==> config.mk <==
export PLATFORM = sky130hd
export DESIGN_NAME = matrix_keypad_debounce_events_flat
export DESIGN_NICKNAME = d
export VERILOG_FILES = /design/src/hdl/mkde_pkg.sv /design/src/hdl/mkde_if.sv /design/src/hdl/matrix_keypad_debounce_events.sv /design/src/hdl/mkde_scan.sv /design/src/hdl/mkde_tracker.sv /design/src/hdl/mkde_result_fifo.sv /design/src/flat_wrapper.sv
export SDC_FILE = /design/constraint.sdc
export NUM_CORES = 1
export LEC_CHECK = 0
export ABC_CLOCK_PERIOD_IN_PS = 5600
export BUFFER_PORTS_ARGS = -buffer_cell sky130_fd_sc_hd__buf_2
export CAP_MARGIN = 20
export CELL_PAD_IN_SITES_DETAIL_PLACEMENT = 0
export CELL_PAD_IN_SITES_GLOBAL_PLACEMENT = 2
export CORE_MARGIN = 2
export CORE_UTILIZATION = 25
export CTS_CLUSTER_DIAMETER = 120
export CTS_CLUSTER_SIZE = 24
export DETAILED_ROUTE_END_ITERATION = 8
export PLACE_DENSITY = 0.59
export SLEW_MARGIN = 10
export SYNTH_ARGS = -nofsm -noshare
export SYNTH_HDL_FRONTEND = slang
export SYNTH_SLANG_ARGS = --single-unit
==> constraint.sdc <==
create_clock -name clk -period 5.6 [get_ports clk]
set_input_delay 1.12 -clock clk [delete_from_list [all_inputs] [get_ports clk]]
set_output_delay 1.12 -clock clk [all_outputs]
set_load 0.01 [all_outputs]
==> src/hdl/mkde_pkg.sv <==
// Shared types, codes and constants for the matrix keypad debounce and event block.
package mkde_pkg;

    localparam int KEY_BITS   = 16;
    localparam int TABLE_ROWS = 4;
    localparam int TABLE_COLS = 4;

    localparam logic [15:0] DEBOUNCE_RESET  = 16'd15;
    localparam logic [15:0] COUNT_MAX       = 16'hFFFF;
    localparam logic [15:0] SHORT_MAX_TICKS = 16'd1000;
    localparam logic [6:0]  REPEAT_TICKS    = 7'd100;

    localparam logic [1:0] EV_PRESS       = 2'd0;
    localparam logic [1:0] EV_SHORT_PRESS = 2'd1;
    localparam logic [1:0] EV_RELEASE     = 2'd2;

    localparam logic [7:0] NO_KEY = 8'd0;

    localparam logic [7:0] KEY_TABLE [TABLE_ROWS*TABLE_COLS] = '{
        "1", "2", "3", "A",
        "4", "5", "6", "B",
        "7", "8", "9", "C",
        "*", "0", "#", "D"
    };

    typedef struct packed {
        logic [1:0] event_kind;
        logic       is_repeat;
        logic [7:0] key_value;
        logic       last_of_run;
    } result_t;

    typedef struct packed {
        logic [1:0] count;
        result_t    first;
        result_t    second;
    } events_t;

endpackage

==> src/hdl/mkde_if.sv <==
// Handshake channel interfaces for key ticks, key events and the debounce register.
interface mkde_key_if;
    logic        valid;
    logic        ready;
    logic [15:0] key_lines;

    modport source (output valid, output key_lines, input ready);
    modport sink (input valid, input key_lines, output ready);
endinterface

interface mkde_event_if;
    logic       valid;
    logic       ready;
    logic [1:0] event_kind;
    logic       is_repeat;
    logic [7:0] key_value;
    logic       last_of_run;

    modport source (output valid, output event_kind, output is_repeat, output key_value,
                    output last_of_run, input ready);
    modport sink (input valid, input event_kind, input is_repeat, input key_value,
                  input last_of_run, output ready);
endinterface

interface mkde_cfg_if;
    logic        valid;
    logic        ready;
    logic [15:0] data;

    modport source (output valid, output data, input ready);
    modport sink (input valid, input data, output ready);
endinterface

==> src/hdl/matrix_keypad_debounce_events.sv <==
// Top level of the matrix keypad scanner with debounce and key events.
//
//  Channel    Role  Payload
//  key_in     sink  key_lines: one tick of raw matrix levels, active low
//  event_out  src   event_kind, is_repeat, key_value, last_of_run
//  cfg        sink  data: debounce_ticks
//
// A tick is scanned on entry and held in an input register; once the queue has room it updates
// the debounce and hold state and pushes zero, one or two events into a four-entry queue.
// A tick is accepted every cycle while the queue has room for two events; the event port
// sends one event per cycle while ready is high, so a short press and release go in turn.
// Reset sets debounce_ticks to 15 and clears all key state; no clearing pass is needed.
// A stalled event port backs up into the queue and then holds key_in.ready low.
module matrix_keypad_debounce_events #(
    parameter int ROWS = 4,
    parameter int COLS = 4
) (
    input  logic          clk,
    input  logic          rst_n,
    mkde_key_if.sink      key_in,
    mkde_event_if.source  event_out,
    mkde_cfg_if.sink      cfg
);
    import mkde_pkg::*;

    logic [15:0] debounce_reg;
    logic [7:0]  raw_key_reg;
    logic        raw_valid_reg;
    logic [7:0]  scanned_key;
    logic        room;
    logic        fire;
    events_t     events;

    assign cfg.ready    = 1'b1;
    assign fire         = raw_valid_reg && room;
    assign key_in.ready = !raw_valid_reg || fire;

    mkde_scan #(
        .ROWS (ROWS),
        .COLS (COLS)
    ) u_scan (
        .key_lines (key_in.key_lines),
        .key_value (scanned_key)
    );

    mkde_tracker u_tracker (
        .clk            (clk),
        .rst_n          (rst_n),
        .fire           (fire),
        .raw_key        (raw_key_reg),
        .debounce_ticks (debounce_reg),
        .events         (events)
    );

    mkde_result_fifo u_fifo (
        .clk       (clk),
        .rst_n     (rst_n),
        .push      (fire),
        .events    (events),
        .room      (room),
        .event_out (event_out)
    );

    always_ff @(posedge clk)
    begin
        if (key_in.valid && key_in.ready)
        begin
            raw_key_reg <= scanned_key;
        end
    end

    always_ff @(posedge clk or negedge rst_n)
    begin
        if (!rst_n)
        begin
            raw_valid_reg <= 1'b0;
            debounce_reg  <= DEBOUNCE_RESET;
        end
        else
        begin
            if (key_in.ready)
            begin
                raw_valid_reg <= key_in.valid;
            end
            if (cfg.valid && cfg.ready)
            begin
                debounce_reg <= cfg.data;
            end
        end
    end

endmodule

==> src/hdl/mkde_scan.sv <==
// Priority scan of the key matrix levels into the ASCII code of the first closed key.
module mkde_scan #(
    parameter int ROWS = 4,
    parameter int COLS = 4
) (
    input  logic [15:0] key_lines,
    output logic [7:0]  key_value
);
    import mkde_pkg::*;

    localparam int SCAN_ROWS = (ROWS < TABLE_ROWS) ? ROWS : TABLE_ROWS;
    localparam int SCAN_COLS = (COLS < TABLE_COLS) ? COLS : TABLE_COLS;

    // Scanning backward lets the first closed key in row-major order win.
    always_comb
    begin
        int bit_idx;
        key_value = NO_KEY;
        for (int r = SCAN_ROWS - 1; r >= 0; r--)
        begin
            for (int c = SCAN_COLS - 1; c >= 0; c--)
            begin
                bit_idx = r * COLS + c;
                if (bit_idx < KEY_BITS && !key_lines[bit_idx[3:0]])
                begin
                    key_value = KEY_TABLE[4'(r * TABLE_COLS + c)];
                end
            end
        end
    end

endmodule

==> src/hdl/mkde_tracker.sv <==
// Debounce, hold timing and event generation for one scanned key per tick.
module mkde_tracker (
    input  logic                  clk,
    input  logic                  rst_n,
    input  logic                  fire,
    input  logic [7:0]            raw_key,
    input  logic [15:0]           debounce_ticks,
    output mkde_pkg::events_t     events
);
    import mkde_pkg::*;

    logic [7:0]  candidate_reg, candidate_next;
    logic        settling_reg, settling_next;
    logic [15:0] settle_count_reg, settle_count_next;
    logic [7:0]  stable_reg, stable_next;
    logic [7:0]  previous_reg;
    logic        held_reg, held_next;
    logic [15:0] hold_age_reg, hold_age_next;
    logic [6:0]  repeat_reg, repeat_next;

    logic [6:0]  repeat_inc;
    logic        settle_pending;

    always_comb
    begin
        candidate_next    = candidate_reg;
        settle_count_next = settle_count_reg;
        settle_pending    = settling_reg;
        if (raw_key != candidate_reg)
        begin
            candidate_next    = raw_key;
            settle_pending    = 1'b1;
            settle_count_next = '0;
        end
        else if (settling_reg && settle_count_reg != COUNT_MAX)
        begin
            settle_count_next = settle_count_reg + 16'd1;
        end

        stable_next   = stable_reg;
        settling_next = settle_pending;
        if (settle_pending && settle_count_next >= debounce_ticks)
        begin
            stable_next   = candidate_next;
            settling_next = 1'b0;
        end

        hold_age_next = hold_age_reg;
        if (held_reg && hold_age_reg != COUNT_MAX)
        begin
            hold_age_next = hold_age_reg + 16'd1;
        end

        held_next   = held_reg;
        repeat_next = repeat_reg;
        repeat_inc  = repeat_reg + 7'd1;
        events      = '0;

        if (stable_next != previous_reg)
        begin
            repeat_next = '0;
            if (stable_next != NO_KEY)
            begin
                held_next     = 1'b1;
                hold_age_next = '0;
                events.count  = 2'd1;
                events.first  = '{EV_PRESS, 1'b0, stable_next, 1'b1};
            end
            else
            begin
                held_next = 1'b0;
                if (hold_age_next <= SHORT_MAX_TICKS)
                begin
                    events.count  = 2'd2;
                    events.first  = '{EV_SHORT_PRESS, 1'b0, previous_reg, 1'b0};
                    events.second = '{EV_RELEASE, 1'b0, previous_reg, 1'b1};
                end
                else
                begin
                    events.count = 2'd1;
                    events.first = '{EV_RELEASE, 1'b0, previous_reg, 1'b1};
                end
            end
        end
        else if (held_reg)
        begin
            repeat_next = repeat_inc;
            if (repeat_inc >= REPEAT_TICKS)
            begin
                repeat_next  = '0;
                events.count = 2'd1;
                events.first = '{EV_PRESS, 1'b1, stable_next, 1'b1};
            end
        end
    end

    always_ff @(posedge clk or negedge rst_n)
    begin
        if (!rst_n)
        begin
            candidate_reg    <= '0;
            settling_reg     <= 1'b0;
            settle_count_reg <= '0;
            stable_reg       <= '0;
            previous_reg     <= '0;
            held_reg         <= 1'b0;
            hold_age_reg     <= '0;
            repeat_reg       <= '0;
        end
        else if (fire)
        begin
            candidate_reg    <= candidate_next;
            settling_reg     <= settling_next;
            settle_count_reg <= settle_count_next;
            stable_reg       <= stable_next;
            previous_reg     <= stable_next;
            held_reg         <= held_next;
            hold_age_reg     <= hold_age_next;
            repeat_reg       <= repeat_next;
        end
    end

endmodule

==> src/hdl/mkde_result_fifo.sv <==
// Four-entry result queue that takes up to two events per cycle and sends one.
module mkde_result_fifo (
    input  logic                  clk,
    input  logic                  rst_n,
    input  logic                  push,
    input  mkde_pkg::events_t     events,
    output logic                  room,
    mkde_event_if.source          event_out
);
    import mkde_pkg::*;

    result_t     entry_reg [4];
    logic [1:0]  wr_ptr_reg, wr_ptr_next;
    logic [1:0]  rd_ptr_reg, rd_ptr_next;
    logic [2:0]  count_reg, count_next;
    logic [1:0]  push_n;
    logic        pop;
    result_t     head;

    assign room   = count_reg <= 3'd2;
    assign push_n = push ? events.count : 2'd0;
    assign pop    = event_out.valid && event_out.ready;
    assign head   = entry_reg[rd_ptr_reg];

    assign event_out.valid       = count_reg != 3'd0;
    assign event_out.event_kind  = head.event_kind;
    assign event_out.is_repeat   = head.is_repeat;
    assign event_out.key_value   = head.key_value;
    assign event_out.last_of_run = head.last_of_run;

    always_comb
    begin
        wr_ptr_next = wr_ptr_reg + push_n;
        rd_ptr_next = rd_ptr_reg + {1'b0, pop};
        count_next  = count_reg + {1'b0, push_n} - {2'b00, pop};
    end

    always_ff @(posedge clk)
    begin
        if (push_n != 2'd0)
        begin
            entry_reg[wr_ptr_reg] <= events.first;
        end
        if (push_n == 2'd2)
        begin
            entry_reg[wr_ptr_reg + 2'd1] <= events.second;
        end
    end

    always_ff @(posedge clk or negedge rst_n)
    begin
        if (!rst_n)
        begin
            wr_ptr_reg <= '0;
            rd_ptr_reg <= '0;
            count_reg  <= '0;
        end
        else
        begin
            wr_ptr_reg <= wr_ptr_next;
            rd_ptr_reg <= rd_ptr_next;
            count_reg  <= count_next;
        end
    end

endmodule

==> src/flat_wrapper.sv <==
// flat-port wrapper written by rule: the top's interface ports become plain ports
module matrix_keypad_debounce_events_flat import mkde_pkg::*;
#(
    parameter int ROWS = 4,
    parameter int COLS = 4
)
  (clk, rst_n, key_in_valid, key_in_key_lines, key_in_ready, event_out_valid, event_out_event_kind, event_out_is_repeat, event_out_key_value, event_out_last_of_run, event_out_ready, cfg_valid, cfg_data, cfg_ready);
  mkde_key_if key_in_i ();
  mkde_event_if event_out_i ();
  mkde_cfg_if cfg_i ();
  input  logic clk;
  input  logic rst_n;
  input wire logic [$bits(key_in_i.valid)-1:0] key_in_valid;
  input wire logic [$bits(key_in_i.key_lines)-1:0] key_in_key_lines;
  output wire logic [$bits(key_in_i.ready)-1:0] key_in_ready;
  output wire logic [$bits(event_out_i.valid)-1:0] event_out_valid;
  output wire logic [$bits(event_out_i.event_kind)-1:0] event_out_event_kind;
  output wire logic [$bits(event_out_i.is_repeat)-1:0] event_out_is_repeat;
  output wire logic [$bits(event_out_i.key_value)-1:0] event_out_key_value;
  output wire logic [$bits(event_out_i.last_of_run)-1:0] event_out_last_of_run;
  input wire logic [$bits(event_out_i.ready)-1:0] event_out_ready;
  input wire logic [$bits(cfg_i.valid)-1:0] cfg_valid;
  input wire logic [$bits(cfg_i.data)-1:0] cfg_data;
  output wire logic [$bits(cfg_i.ready)-1:0] cfg_ready;
  assign key_in_i.valid = key_in_valid;
  assign key_in_i.key_lines = key_in_key_lines;
  assign key_in_ready = key_in_i.ready;
  assign event_out_valid = event_out_i.valid;
  assign event_out_event_kind = event_out_i.event_kind;
  assign event_out_is_repeat = event_out_i.is_repeat;
  assign event_out_key_value = event_out_i.key_value;
  assign event_out_last_of_run = event_out_i.last_of_run;
  assign event_out_i.ready = event_out_ready;
  assign cfg_i.valid = cfg_valid;
  assign cfg_i.data = cfg_data;
  assign cfg_ready = cfg_i.ready;
  matrix_keypad_debounce_events #(.ROWS(ROWS), .COLS(COLS)) u_core (.clk(clk), .rst_n(rst_n), .key_in(key_in_i), .event_out(event_out_i), .cfg(cfg_i));
endmodule
======== Yosys cells after proc, flatten, opt, wreduce, memory -nomap -nowiden ========
Memories as Yosys holds them, arrays and structs flattened.
Index checks and enable logic that the tools add are counted.
word-level totals
  register bits after elaboration ......... 89
  bits in writable memories ............... 48
  input bits .............................. 37
  output and inout port bits .............. 15
  logic and storage cells ................. 92
  memories kept ........................... 1
operators by class
  add/sub/neg operators ................... 8
  $lt $le $gt $ge ......................... 4
  equality and inequality tests ........... 5
  multiplexer cells ....................... 41
  reductions and logical operators ........ 17
memory list
  name                     depth  bits a word  read ports  clocked after Yosys merged registers in  write ports  RTL line                source
  u_core.u_fifo.entry_reg  4      12           1           0                                        2            mkde_result_fifo.sv:12  result_t entry_reg [4];
operator list
  operator               count
  $mux 16                5
  $mux 8                 10
  $mux 7                 8
  $mux 14                3
  $mux 12                3
  $add 16x1->16 const B  2
  $ne 16x16->1 const B   2
  $mux 13                2
  $ge 16x16->1           1
  $le 16x10->1 const B   1
  $ne 8x8->1             2
  $reduce_and 8->1       1
  $reduce_bool 8->1      1
  $add 7x1->7 const B    1
  $ge 7x7->1 const B     1
  $mux 1                 7
  $logic_and 1x1->1      6
  $mux 2                 3
  $reduce_and 2->1       2
  $reduce_and 4->1       1
  $reduce_bool 2->1      2
  $add 3x2->3            1
  $le 3x2->1 const B     1
  $reduce_and 3->1       1
  other kinds (8)        8

======== Depth between registers and ports, before layout ========
Gate-level depths: netlist (run 1).
  depth in word-level cells ............... 15
  gate-level depth with buffers ........... 23
  mapped depth without buffers ............ 22

======== By module ========
A second synthesis (run 1) with hierarchy kept.
second synthesis, totals
  cells, all modules ...................... 750
  area total of the unflattened synthesis .. 8478.1 um^2
modules (own cells, without submodules)
  module                         instances  cells an instance  area each (um^2)  seq. area each (um^2)
  mkde_tracker                   1          520                4613.2            1426.4
  mkde_result_fifo               1          162                2796.4            1616.6
  matrix_keypad_debounce_events  1          49                 955.9             670.6
  mkde_scan                      1          19                 112.6             0.0

======== Least setup slack after synthesis (run 1) ========
OpenSTA, ideal clock, no wires.
  kind .................................... register to register
  start ................................... register u_core.u_tracker.settle_count_reg[2]
  end ..................................... register u_core.u_fifo.count_reg[2]
  library setup time ...................... 0.080 ns
  arrival time ............................ 4.796 ns
  data required time ...................... 5.520 ns
  setup slack ............................. 0.724 ns
  cell stages (with the launch flop) ...... 24
  path buffers ............................ 2
  period minus slack after synthesis ...... 4.876 ns
  path through ............................ dfrtp_1 > clkbuf_1 > and4_1 > and4_1 > nand4_1 > and3_1 > clkbuf_1 > nand2_1 > xnor2_1 > nor2_1 > ha_1 > nand4_1 > a211oi_1 > a32oi_1 > a21boi_0 > a21boi_0 > nor2_1 > o21ai_0 > ha_1 > inv_1 > ha_1 > fa_1 > xnor2_1 > xnor2_1
on the way
  cells in the longest elaborated chain, start to end .. 13
  elaborated cells between the ends (all ways) .. 15
  classes of those cells .................. add/sub (3); order compare (1); eq/ne (2); mux (6); reduce/logical (3)
ends and longest elaborated chain
  element                                                                RTL line                source
  start, declared                                                        mkde_tracker.sv:14      logic [15:0] settle_count_reg, settle_count_next;
  start signal, assigned                                                 mkde_tracker.sv:114     settle_count_reg <= settle_count_next;
  parallel branches: the longest is 2 deep, another holds $add 16x1->16  --
  $mux 16 (*)                                                            mkde_tracker.sv:35      else if (settling_reg && settle_count_reg != COUNT_MAX)
  $mux 16 (*)                                                            mkde_tracker.sv:29      if (raw_key != candidate_reg)
  net u_core.u_tracker.settle_count_next[10]                             mkde_tracker.sv:14
  $ge 16x16->1 (*)                                                       mkde_tracker.sv:42      if (settle_pending && settle_count_next >= debounce_ticks)
  $logic_and 1x1->1 (*)                                                  mkde_tracker.sv:42
  $mux 8 (*)                                                             mkde_tracker.sv:42
  $reduce_bool 8->1                                                      mkde_tracker.sv:62      if (stable_next != NO_KEY)
  $mux 14                                                                mkde_tracker.sv:62
  $mux 14 (*)                                                            mkde_tracker.sv:59      if (stable_next != previous_reg)
  $mux 2 (*)                                                             mkde_result_fifo.sv:21  assign push_n = push ? events.count : 2'd0;
  $add 3x2->3 (*)                                                        mkde_result_fifo.sv:35  count_next = count_reg + {1'b0, push_n} - {2'b00, pop};
  $sub 3x1->3 (*)                                                        mkde_result_fifo.sv:35
  net u_core.u_fifo.count_next[2]                                        mkde_result_fifo.sv:15  logic [2:0] count_reg, count_next;
  end signal, assigned                                                   mkde_result_fifo.sv:62  count_reg <= count_next;
  end, declared                                                          mkde_result_fifo.sv:15
Mark *: on every way through the listed nets, which the timed path passes.
A chain may end at the register's enable or synchronous reset.

======== Final worst setup path (run 1) ========
  start ................................... register u_core.u_tracker.settle_count_reg[4]
  end ..................................... register u_core.u_fifo.count_reg[2]
The elaborated chain is that of the path after synthesis.

==> results.ini, run 1 <==
[timing]
finalSetupTns_ps=0
fmax_mhz=199
worstMarginPinSlew_ps=815
hold_viol=0
skew_ps=14.3
grt_setup_unrepaired=false
min_period_ps=5040
period_share_pct=89.9
setup_viol=0
slew_viol_final=0
relSlewSlack_pct=45.7
hold_ws_ps=458
setup_ws_ps=564

[yosys]
syn_inst=803
ys_ff_latch=134
synth_area_mm2=0.00770
synth_cell_types=75
synth_nets=865
yosys.area.top_type=dfrtp_1
yosysSeqAreaShare_pct=46.0
synth_edf_count=45
ys.flop_type=dfrtp_1
yosys_warnings=0
synthArstFlopShare_pct=60.4
syn_avg_cell_area_um2=9.59
synth_area_leaders=dfrtp_1 (25%), edfxtp_1 (18%), nand2_1 (5.8%)
yosysTopAreaCellShare_pct=25.0

[drt]
num_vias=6043
wirelength_met1_mm=9.60
dr.max_layer_used=met4
wl_mm=19.9
route.detailed.wl_per_inst_um=15.9
vias_per_cell=4.82
drt_iter0_drc=281
ant_nets=0
met2WireLength_mm=9.75
drt_first_pass_iters=5
wl_met3_um=395
drc_errors=0

[placed_design]
gp_congestion=0.729
dp_slack_ps=337
post_dp_cell_area_mm2=0.00842
io_buffers=42
hpwl_mm=14.3

[pwr]
switching_share_pct=31.8
p_int_w=0.00198
ir_drop_uv=199
p_switching_w=0.000925
powerDensity_mw_per_mm2=322
leakage_nw=3.59
p_comb_share_pct=18.7
clkPwrFrac_pct=40.8
p_seq_share_pct=40.5

[cts]
worst_skew_pair.late_latency_ps=430
numCtsBuffers=17
h-tree-depth=4
cts_hold_buf=0
cts-root-buf=clkbuf_16
cts_max_path_buffers=2
cts.sinks=134
clkTransAtPathRegs_ps=70
cts_tree=built

[critical_path]
r2r_setup_slack_ps=560
path_class=flop to flop
worstSetupStartpointType=flop
crit_required_ps=5950
crit_start=u_core.u_tracker.settle_count_reg[4]
cp_data_arrival_time_ps=5390
crit_path_max_fanout=13
worstSetupEndpointType=flop
r2r-start=u_core.u_tracker.settle_count_reg[4]

[floorplanning]
start_util_pct=25.3
die_w_um=180
fp.coreArea_mm2=0.0304
fp-row-count=64
io_pins=52
die_area_mm2=0.0322
die_h_um=180

[global_routing]
overflow=0
grt_max_degree=43
grt_pass1_vias=6098
grt_pass1_wl_mm=33.1
grt_antenna_before_repair=0
grt_usage_pct=12.7

[finish]
area_delta_synth_final_pct=17.4
fill_cells=3243
most-common-layout-cells=nand2_1 (118), dfrtp_1 (77), o21ai_0 (71)
antenna_cells=0
layout_commonest_cell=nand2_1
fin_nets=906
fin_util_pct=29.7
fin_area_mm2=0.00904
largest_reg_flops=48
drive_gt1_share_pct=15.9

[run]
max_cap_viol_count=0

[worst_hold_path]
hold_path.startpoint=u_core.u_fifo.entry_reg[1][10]
hold_path.class=flop to flop

[outcome]
status=finished clean

## timing repair
item / in CTS / in global routing
buffers inserted: 0 / 0
endpoints found under the setup margin: 0 / 1
resized for setup: 0 / 3
## cells by family (layout without fill, tap and decap cells)
| logic type | after synthesis | count (layout) | synth area share (%) |
|---|---|---|---|
| simple gates | 312 | 312 | 20.1 |
| compound gates | 195 | 195 | 16.5 |
| flops | 134 | 134 | 46.0 |
| buf+inv | 77 | 131 | 3.93 |
| xor+xnor | 35 | 35 | 3.98 |
| fa+ha+maj | 25 | 25 | 4.16 |
| mux | 24 | 24 | 5.22 |
| other cells | 1 | 1 | 0.0487 |
## power groups by stage
| stage | Sequential, W | Combinational (W) | Clock, W |
|---|---|---|---|
| after CTS | 0.00118 | 0.000565 | 0.00122 |
| final | 0.00118 | 0.000543 | 0.00119 |
| after detailed placement | 0.00120 | 0.000564 | 0 |
| after global routing | 0.00120 | 0.000621 | 0.00126 |
| after floorplan | 0.00114 | 0.000410 | 0 |
| after global placement | 0.00120 | 0.000556 | 0 |
## metrics by stage
step | total power (W) | instances
2_1_floorplan | 0.00155 | 803
3_3_place_gp | 0.00176 | 1221
3_5_place_dp | 0.00177 | 1221
4_1_cts | 0.00297 | 1253
5_1_grt | 0.00308 | 1253
6_report | 0.00291 | 1253
## cells in the mapped netlist, drive strengths merged, types with 5 or more instances
master and number:
nand2 118, dfrtp 77, o21ai 75, nor2 50, edfxtp 45, a21oi 36
clkbuf 35, inv 32, nand3 29, ha 24, nor3 22, xnor2 21
and2 19, nand4 16, o31ai 16, xor2 14, mux4 12, o2bb2ai 12
buf 9, mux2 9, nand2b 9, and3 8, dfxtp 8, and4 7
nor4 7, or4 7, a31oi 6, or3 5
## path summary, 6_finish.rpt
check,depth (start not counted),to
max in group asynchronous,2,u_core.debounce_reg[3]
max reg2reg,22,u_core.u_fifo.count_reg[2]
min reg2reg,2,u_core.u_fifo.entry_reg[1][10]
min in group asynchronous,1,u_core.u_tracker.repeat_reg[4]
max,22,u_core.u_fifo.count_reg[2]
min,2,u_core.u_fifo.entry_reg[1][10]
## metal layers
metal	vias up	GRT usage, %
li1	3017	-
met1	2948	16.8
met2	61	21.5
met3	17	2.21
met4	0	3.32
met5	-	0
## worst max-delay path, stage by stage (launching register included)
cell      delay [ps]
dfrtp_1          410
and4_1           320
and4_1           270
and2_1           200
nand3_1          170
nor2_1           220
nand2_1          110
xor2_1           180
nor2_1            70
ha_1             290
nand4_1          160
a211oi_1         200
a32oi_1          230
a21boi_1         320
buf_4            250
nand3_1          120
nor3_2           270
inv_1             70
ha_1             280
inv_1             50
fa_1             420
xnor2_1          200
xnor2_1          130
## final cells by class
type	instances	area (um^2)	share of cell area, %
Clock buffer	17	425	4.71
Clock inverter	15	189	2.09
Inverter	33	124	1.37
Multi-Input combinational cell	592	3850	42.7
Sequential cell	134	3540	39.2
Tap cell	396	495	5.48
Timing Repair Buffer	66	405	4.49
Power figures use the tool's default switching activity.
==> inputs of run 2 (changes only) <==
--- a/config.mk
+++ b/config.mk
@@ -16,6 +16,7 @@
 export CTS_CLUSTER_SIZE = 24
 export DETAILED_ROUTE_END_ITERATION = 8
 export PLACE_DENSITY = 0.59
+export REMOVE_ABC_BUFFERS = 1
 export SLEW_MARGIN = 10
 export SYNTH_ARGS = -nofsm -noshare
 export SYNTH_HDL_FRONTEND = slang
==> run 2 against run 1 <==
Net effect:
- utilization decreased by 0.082 points
- register-to-register slack got worse by 50 ps
- largest power group is now sequential cells
- largest cell class unchanged
- flip-flop and latch count unchanged
- first-iteration DRC count increased by 70%
- via count increased by 0.13%
- critical path type unchanged
- final area decreased by 0.28%
- total power decreased by 1.9%
==> results.ini, run 2 (synthesis results as in run 1) <==
[outcome]
status=finished clean

[cts]
cts_max_path_buffers=2
numCtsBuffers=17
clkTransAtPathRegs_ps=70
cts.sinks=134
cts_hold_buf=0
worst_skew_pair.late_latency_ps=430
cts-root-buf=clkbuf_16
cts_tree=built
h-tree-depth=4

[global_routing]
grt.met3_usage_pct=2.11
overflow=0
grt_usage_pct=13.3
gr-usage-met1_pct=18.7
grt.busiest_layer=met2
grt_antenna_before_repair=0
grt_pass1_vias=6039
use_met2_pct=21.2
grt_max_degree=49
grt_pass1_wl_mm=34.6

[critical_path]
path_class=flop to flop
worstSetupEndpointType=flop
cp_data_arrival_time_ps=5440
crit_required_ps=5950
crit_path_max_fanout=13
worstSetupStartpointType=flop

[pwr]
powerDensity_mw_per_mm2=317
ir_drop_uv=197
leakage_nw=3.59

[timing]
hold_viol=0
setup_viol=0
min_period_ps=5090
grt_setup_unrepaired=false
worstMarginPinSlew_ps=856
relSlewSlack_pct=42.9
fmax_mhz=196
slew_viol_final=0
period_share_pct=90.9
skew_ps=13.4
finalSetupTns_ps=0

[floorplanning]
fp-row-count=64
die_area_mm2=0.0322
start_util_pct=25.3
io_pins=52
die_h_um=180
die_w_um=180
fp.coreArea_mm2=0.0304

[finish]
fin_nets=907
drive_gt1_share_pct=16.3
layout_commonest_cell=nand2_1
largest_reg_flops=48
most-common-layout-cells=nand2_1 (118), dfrtp_1 (77), o21ai_0 (71)
antenna_cells=0
fin_util_pct=29.6
area_delta_synth_final_pct=17.0

[drt]
vias_per_cell=4.83
ant_nets=0
route.detailed.wl_per_inst_um=16.6
drt_first_pass_iters=4
wl_mm=20.8
drc_errors=0
drt_iter0_drc=479
num_vias=6051

[worst_hold_path]
hold_path.class=flop to flop

[run]
max_cap_viol_count=0

[placed_design]
io_buffers=42
hpwl_mm=14.7
gp_congestion=0.760

run 2: per-stage QoR:
stage / instances / total power (W) / area (um^2) / hold slack [ps] / worst slack, ps
final: 1254 / 0.00285 / 9010 / 459 / 511
after global routing: 1254 / 0.00303 / 9010 / 487 / 36.4
after CTS: 1254 / 0.00292 / 8990 / 461 / 176
after detailed placement: 1222 / 0.00178 / 8420 / 447 / 195
after global placement: 1222 / 0.00177 / 8420 / 451 / 214
after floorplan: 759 / 0.00152 / 7520 / 431 / 148
run 2: cell type report:
cell class                 count  area (um^2)
clock inverter                15          150
timing repair buffer          67          400
sequential                   134         3540
fill                        3226        21400
clock buffer                  17          425
tap                          396          495
multi-input combinational    592         3870
inverter                      33          124
run 2: final timing paths:
path                                                       from                          endpoint  cells past startpoint  slack, ps
setup reg to reg           u_core.u_tracker.settle_count_reg[3]        u_core.u_fifo.count_reg[2]                     22        510
min in group asynchronous                                 rst_n            u_core.debounce_reg[4]                      1        740
hold reg to reg                  u_core.u_fifo.entry_reg[1][10]    u_core.u_fifo.entry_reg[1][10]                      2        460
setup / recovery           u_core.u_tracker.settle_count_reg[3]        u_core.u_fifo.count_reg[2]                     22        510
max in group asynchronous                                 rst_n  u_core.u_tracker.previous_reg[5]                      2       3900
hold / removal                   u_core.u_fifo.entry_reg[1][10]    u_core.u_fifo.entry_reg[1][10]                      2        460
run 2: worst max-delay path, cell delays in order (launching register included):
cell	delay (ps)
dfrtp_1	440
and4_1	290
and4_1	270
and2_1	200
nand3_1	170
nor2_1	210
nand2_1	120
xor2_1	200
nor2_1	70
ha_1	300
nand4_1	200
a211oi_1	270
a32oi_2	220
a21boi_0	300
buf_4	230
nand2_1	130
o21ai_1	290
ha_1	170
inv_1	40
ha_1	180
fa_1	370
xnor2_1	200
xnor2_1	140
run 2: repair_timing:
| action | in CTS | in global routing |
|---|---|---|
| resized for setup | 0 | 5 |
| setup endpoints to repair | 0 | 23 |
| setup buffers | 0 | 0 |
run 2: routing by layer:
metal  wire, um  vias up  share of wire (%)
met5          0        -                  0
met2       9720       61                 47
met4        260        0                1.2
met1      10400     2958                 50
met3        473       19                2.3
li1           -     3013                  -
run 2: power breakdown:
| group | internal, W | switching [W] | leakage [nW] |
|---|---|---|---|
| sequential | 0.00108 | 0.0000984 | 1.59 |
| clock | 0.000597 | 0.000519 | 0.284 |
| combinational | 0.000228 | 0.000332 | 1.72 |
==> inputs of run 3 (changes only) <==
--- a/config.mk
+++ b/config.mk
@@ -10,12 +10,11 @@
 export CAP_MARGIN = 20
 export CELL_PAD_IN_SITES_DETAIL_PLACEMENT = 0
 export CELL_PAD_IN_SITES_GLOBAL_PLACEMENT = 2
-export CORE_MARGIN = 2
-export CORE_UTILIZATION = 25
+export CORE_UTILIZATION = 35
 export CTS_CLUSTER_DIAMETER = 120
 export CTS_CLUSTER_SIZE = 24
 export DETAILED_ROUTE_END_ITERATION = 8
-export PLACE_DENSITY = 0.59
+export PLACE_DENSITY = 0.77
 export REMOVE_ABC_BUFFERS = 1
 export SLEW_MARGIN = 10
 export SYNTH_ARGS = -nofsm -noshare
==> run 3 against run 2 <==
Net effect:
- first-iteration DRC count down 5.8%
- clock skew up 2.4 ps
- routed wire length down 10%
- final cell count down 10%
- flip-flop and latch count unchanged
- total power down 2.0%
- worst setup slack worse by 2.9 ps
- combinational power down 3%
- critical path type unchanged
- critical endpoint unchanged
- highest routed layer unchanged
==> results.ini, run 3 (synthesis results as in run 1) <==
[outcome]
status=finished clean

[critical_path]
path_delay_family=simple AND/OR/NAND/NOR gates
cp.depth=22
path_class=flop to flop
crit_path_max_fanout=13
crit_path_top_delay_cell=fa_1
critPathMaxStageDelay_ps=450
worst_r2r_path_depth=22
cp_cell_sequence=and4_1 > and4_1 > and2_1 > nand3_1 > nor2_1 > nand2_1 > xor2_1 > nor2_1 > ha_1 > nand4_1 > a211oi_1 > a32oi_1 > a21boi_0 > buf_4 > nand3_1 > nor3_2 > inv_1 > ha_1 > inv_1 > fa_1 > xnor2_1 > xnor2_1
worstSetupStartpointType=flop
r2r-start=u_core.u_tracker.settle_count_reg[3]
crit_required_ps=5950
cp.buffers_inverters=3
worstSetupEndpointType=flop
cp_data_arrival_time_ps=5440
crit_start=u_core.u_tracker.settle_count_reg[3]

[drt]
wl_mm=18.7
drt_first_pass_iters=6
num_vias=6049
route.detailed.wl_per_inst_um=16.6
ant_nets=0
vias_per_cell=5.38
drt_iter0_drc=451
drc_errors=0

[timing]
worstMarginPinSlew_ps=840
hold_ws_ps=467
min_period_ps=5090
setup_viol=0
relSlewSlack_pct=44.0
setup_ws_ps=508
fmax_mhz=196
finalSetupTns_ps=0
slew_viol_final=0
grt_setup_unrepaired=false
period_share_pct=90.9
hold_viol=0
skew_ps=15.8

[floorplanning]
die_h_um=150
fp.coreArea_mm2=0.0213
io_pins=52
fp-row-count=53
start_util_pct=36.2
die_area_mm2=0.0226
die_w_um=150

[placed_design]
gp_congestion=0.811
hpwl_mm=13.4
io_buffers=42
dp_slack_ps=297

[cts]
worst_skew_pair.late_latency_ps=440
cts.sinks=134
cts_setup_buffers=0
cts_tree=built
clkTransAtPathRegs_ps=70
cts-root-buf=clkbuf_16
cts_max_path_buffers=2
numCtsBuffers=17
cts_hold_buf=0
post_cts_resized=0
h-tree-depth=4

[finish]
fin_nets=899
layout_commonest_cell=nand2_1
most-common-layout-cells=nand2_1 (118), dfrtp_1 (77), o21ai_0 (71)
multi_input_area_mm2=0.00385
seq_area_mm2=0.00354
antenna_cells=0
largest_reg_flops=48
area_delta_synth_final_pct=13.9
fill_cells=2071
drive_gt1_share_pct=15.1

[pwr]
powerDensity_mw_per_mm2=319
leakage_nw=3.52
ir_drop_uv=227
fin_total_pwr_w=0.00280

[global_routing]
grt_pass1_wl_mm=31.2
overflow=0
grt_antenna_before_repair=0
grt_max_degree=45
grt_usage_pct=17.8
grt_pass1_vias=6181

[worst_hold_path]
whs_path_depth=2
hold_path.startpoint=u_core.u_fifo.entry_reg[1][10]
hold_path.class=flop to flop

[run]
max_cap_viol_count=0

-- run 3: power by group --
group	internal, W	total, W	switching (W)
registers	0.00108	0.00118	0.000100
clock network	0.000585	0.00107	0.000490
logic	0.000224	0.000541	0.000318
total	0.00189	0.00280	0.000908
-- run 3: area by class of cell --
cell class / instances / area share (%)
multi-input combinational: 592 / 44.0
timing repair buffer: 59 / 3.88
clock inverter: 15 / 1.57
tap: 275 / 3.92
sequential: 134 / 40.4
clock buffer: 17 / 4.85
inverter: 33 / 1.41
-- run 3: path summary, 6_finish.rpt --
path	to	slack [ps]
max	u_core.u_fifo.count_reg[2]	510
min in group asynchronous	u_core.u_tracker.hold_age_reg[6]	700
max reg2reg	u_core.u_fifo.count_reg[2]	510
max in group asynchronous	u_core.u_tracker.candidate_reg[6]	3940
min	u_core.u_fifo.entry_reg[1][10]	470
min reg2reg	u_core.u_fifo.entry_reg[1][10]	470
-- run 3: through the flow --
stage | area (um^2) | utilization, % | cells
CTS | 8770 | 41.2 | 1125
global route | 8770 | 41.2 | 1125
floorplan | 7520 | - | 759
finish | 8770 | 41.2 | 1125
detailed placement | 8210 | 38.6 | 1093
global placement | 8210 | 38.6 | 1093
-- run 3: metal layers --
layer  wire length [um]  part of all wire (%)  GRT usage, %
met4                274                   1.5          6.82
met1               8680                    47          22.2
met3                499                   2.7          3.39
met2               9200                    49          30.3
met5                  0                     0             0
-- run 3: worst register-to-register path: stages, from the launching register on --
cell and delay [ps]:
dfrtp_1 440, and4_1 290, and4_1 260, and2_1 190
nand3_1 170, nor2_1 210, nand2_1 110, xor2_1 210
nor2_1 80, ha_1 300, nand4_1 160, a211oi_1 230
a32oi_1 240, a21boi_0 290, buf_4 230, nand3_1 130
nor3_2 250, inv_1 80, ha_1 280, inv_1 50
fa_1 450, xnor2_1 220, xnor2_1 150
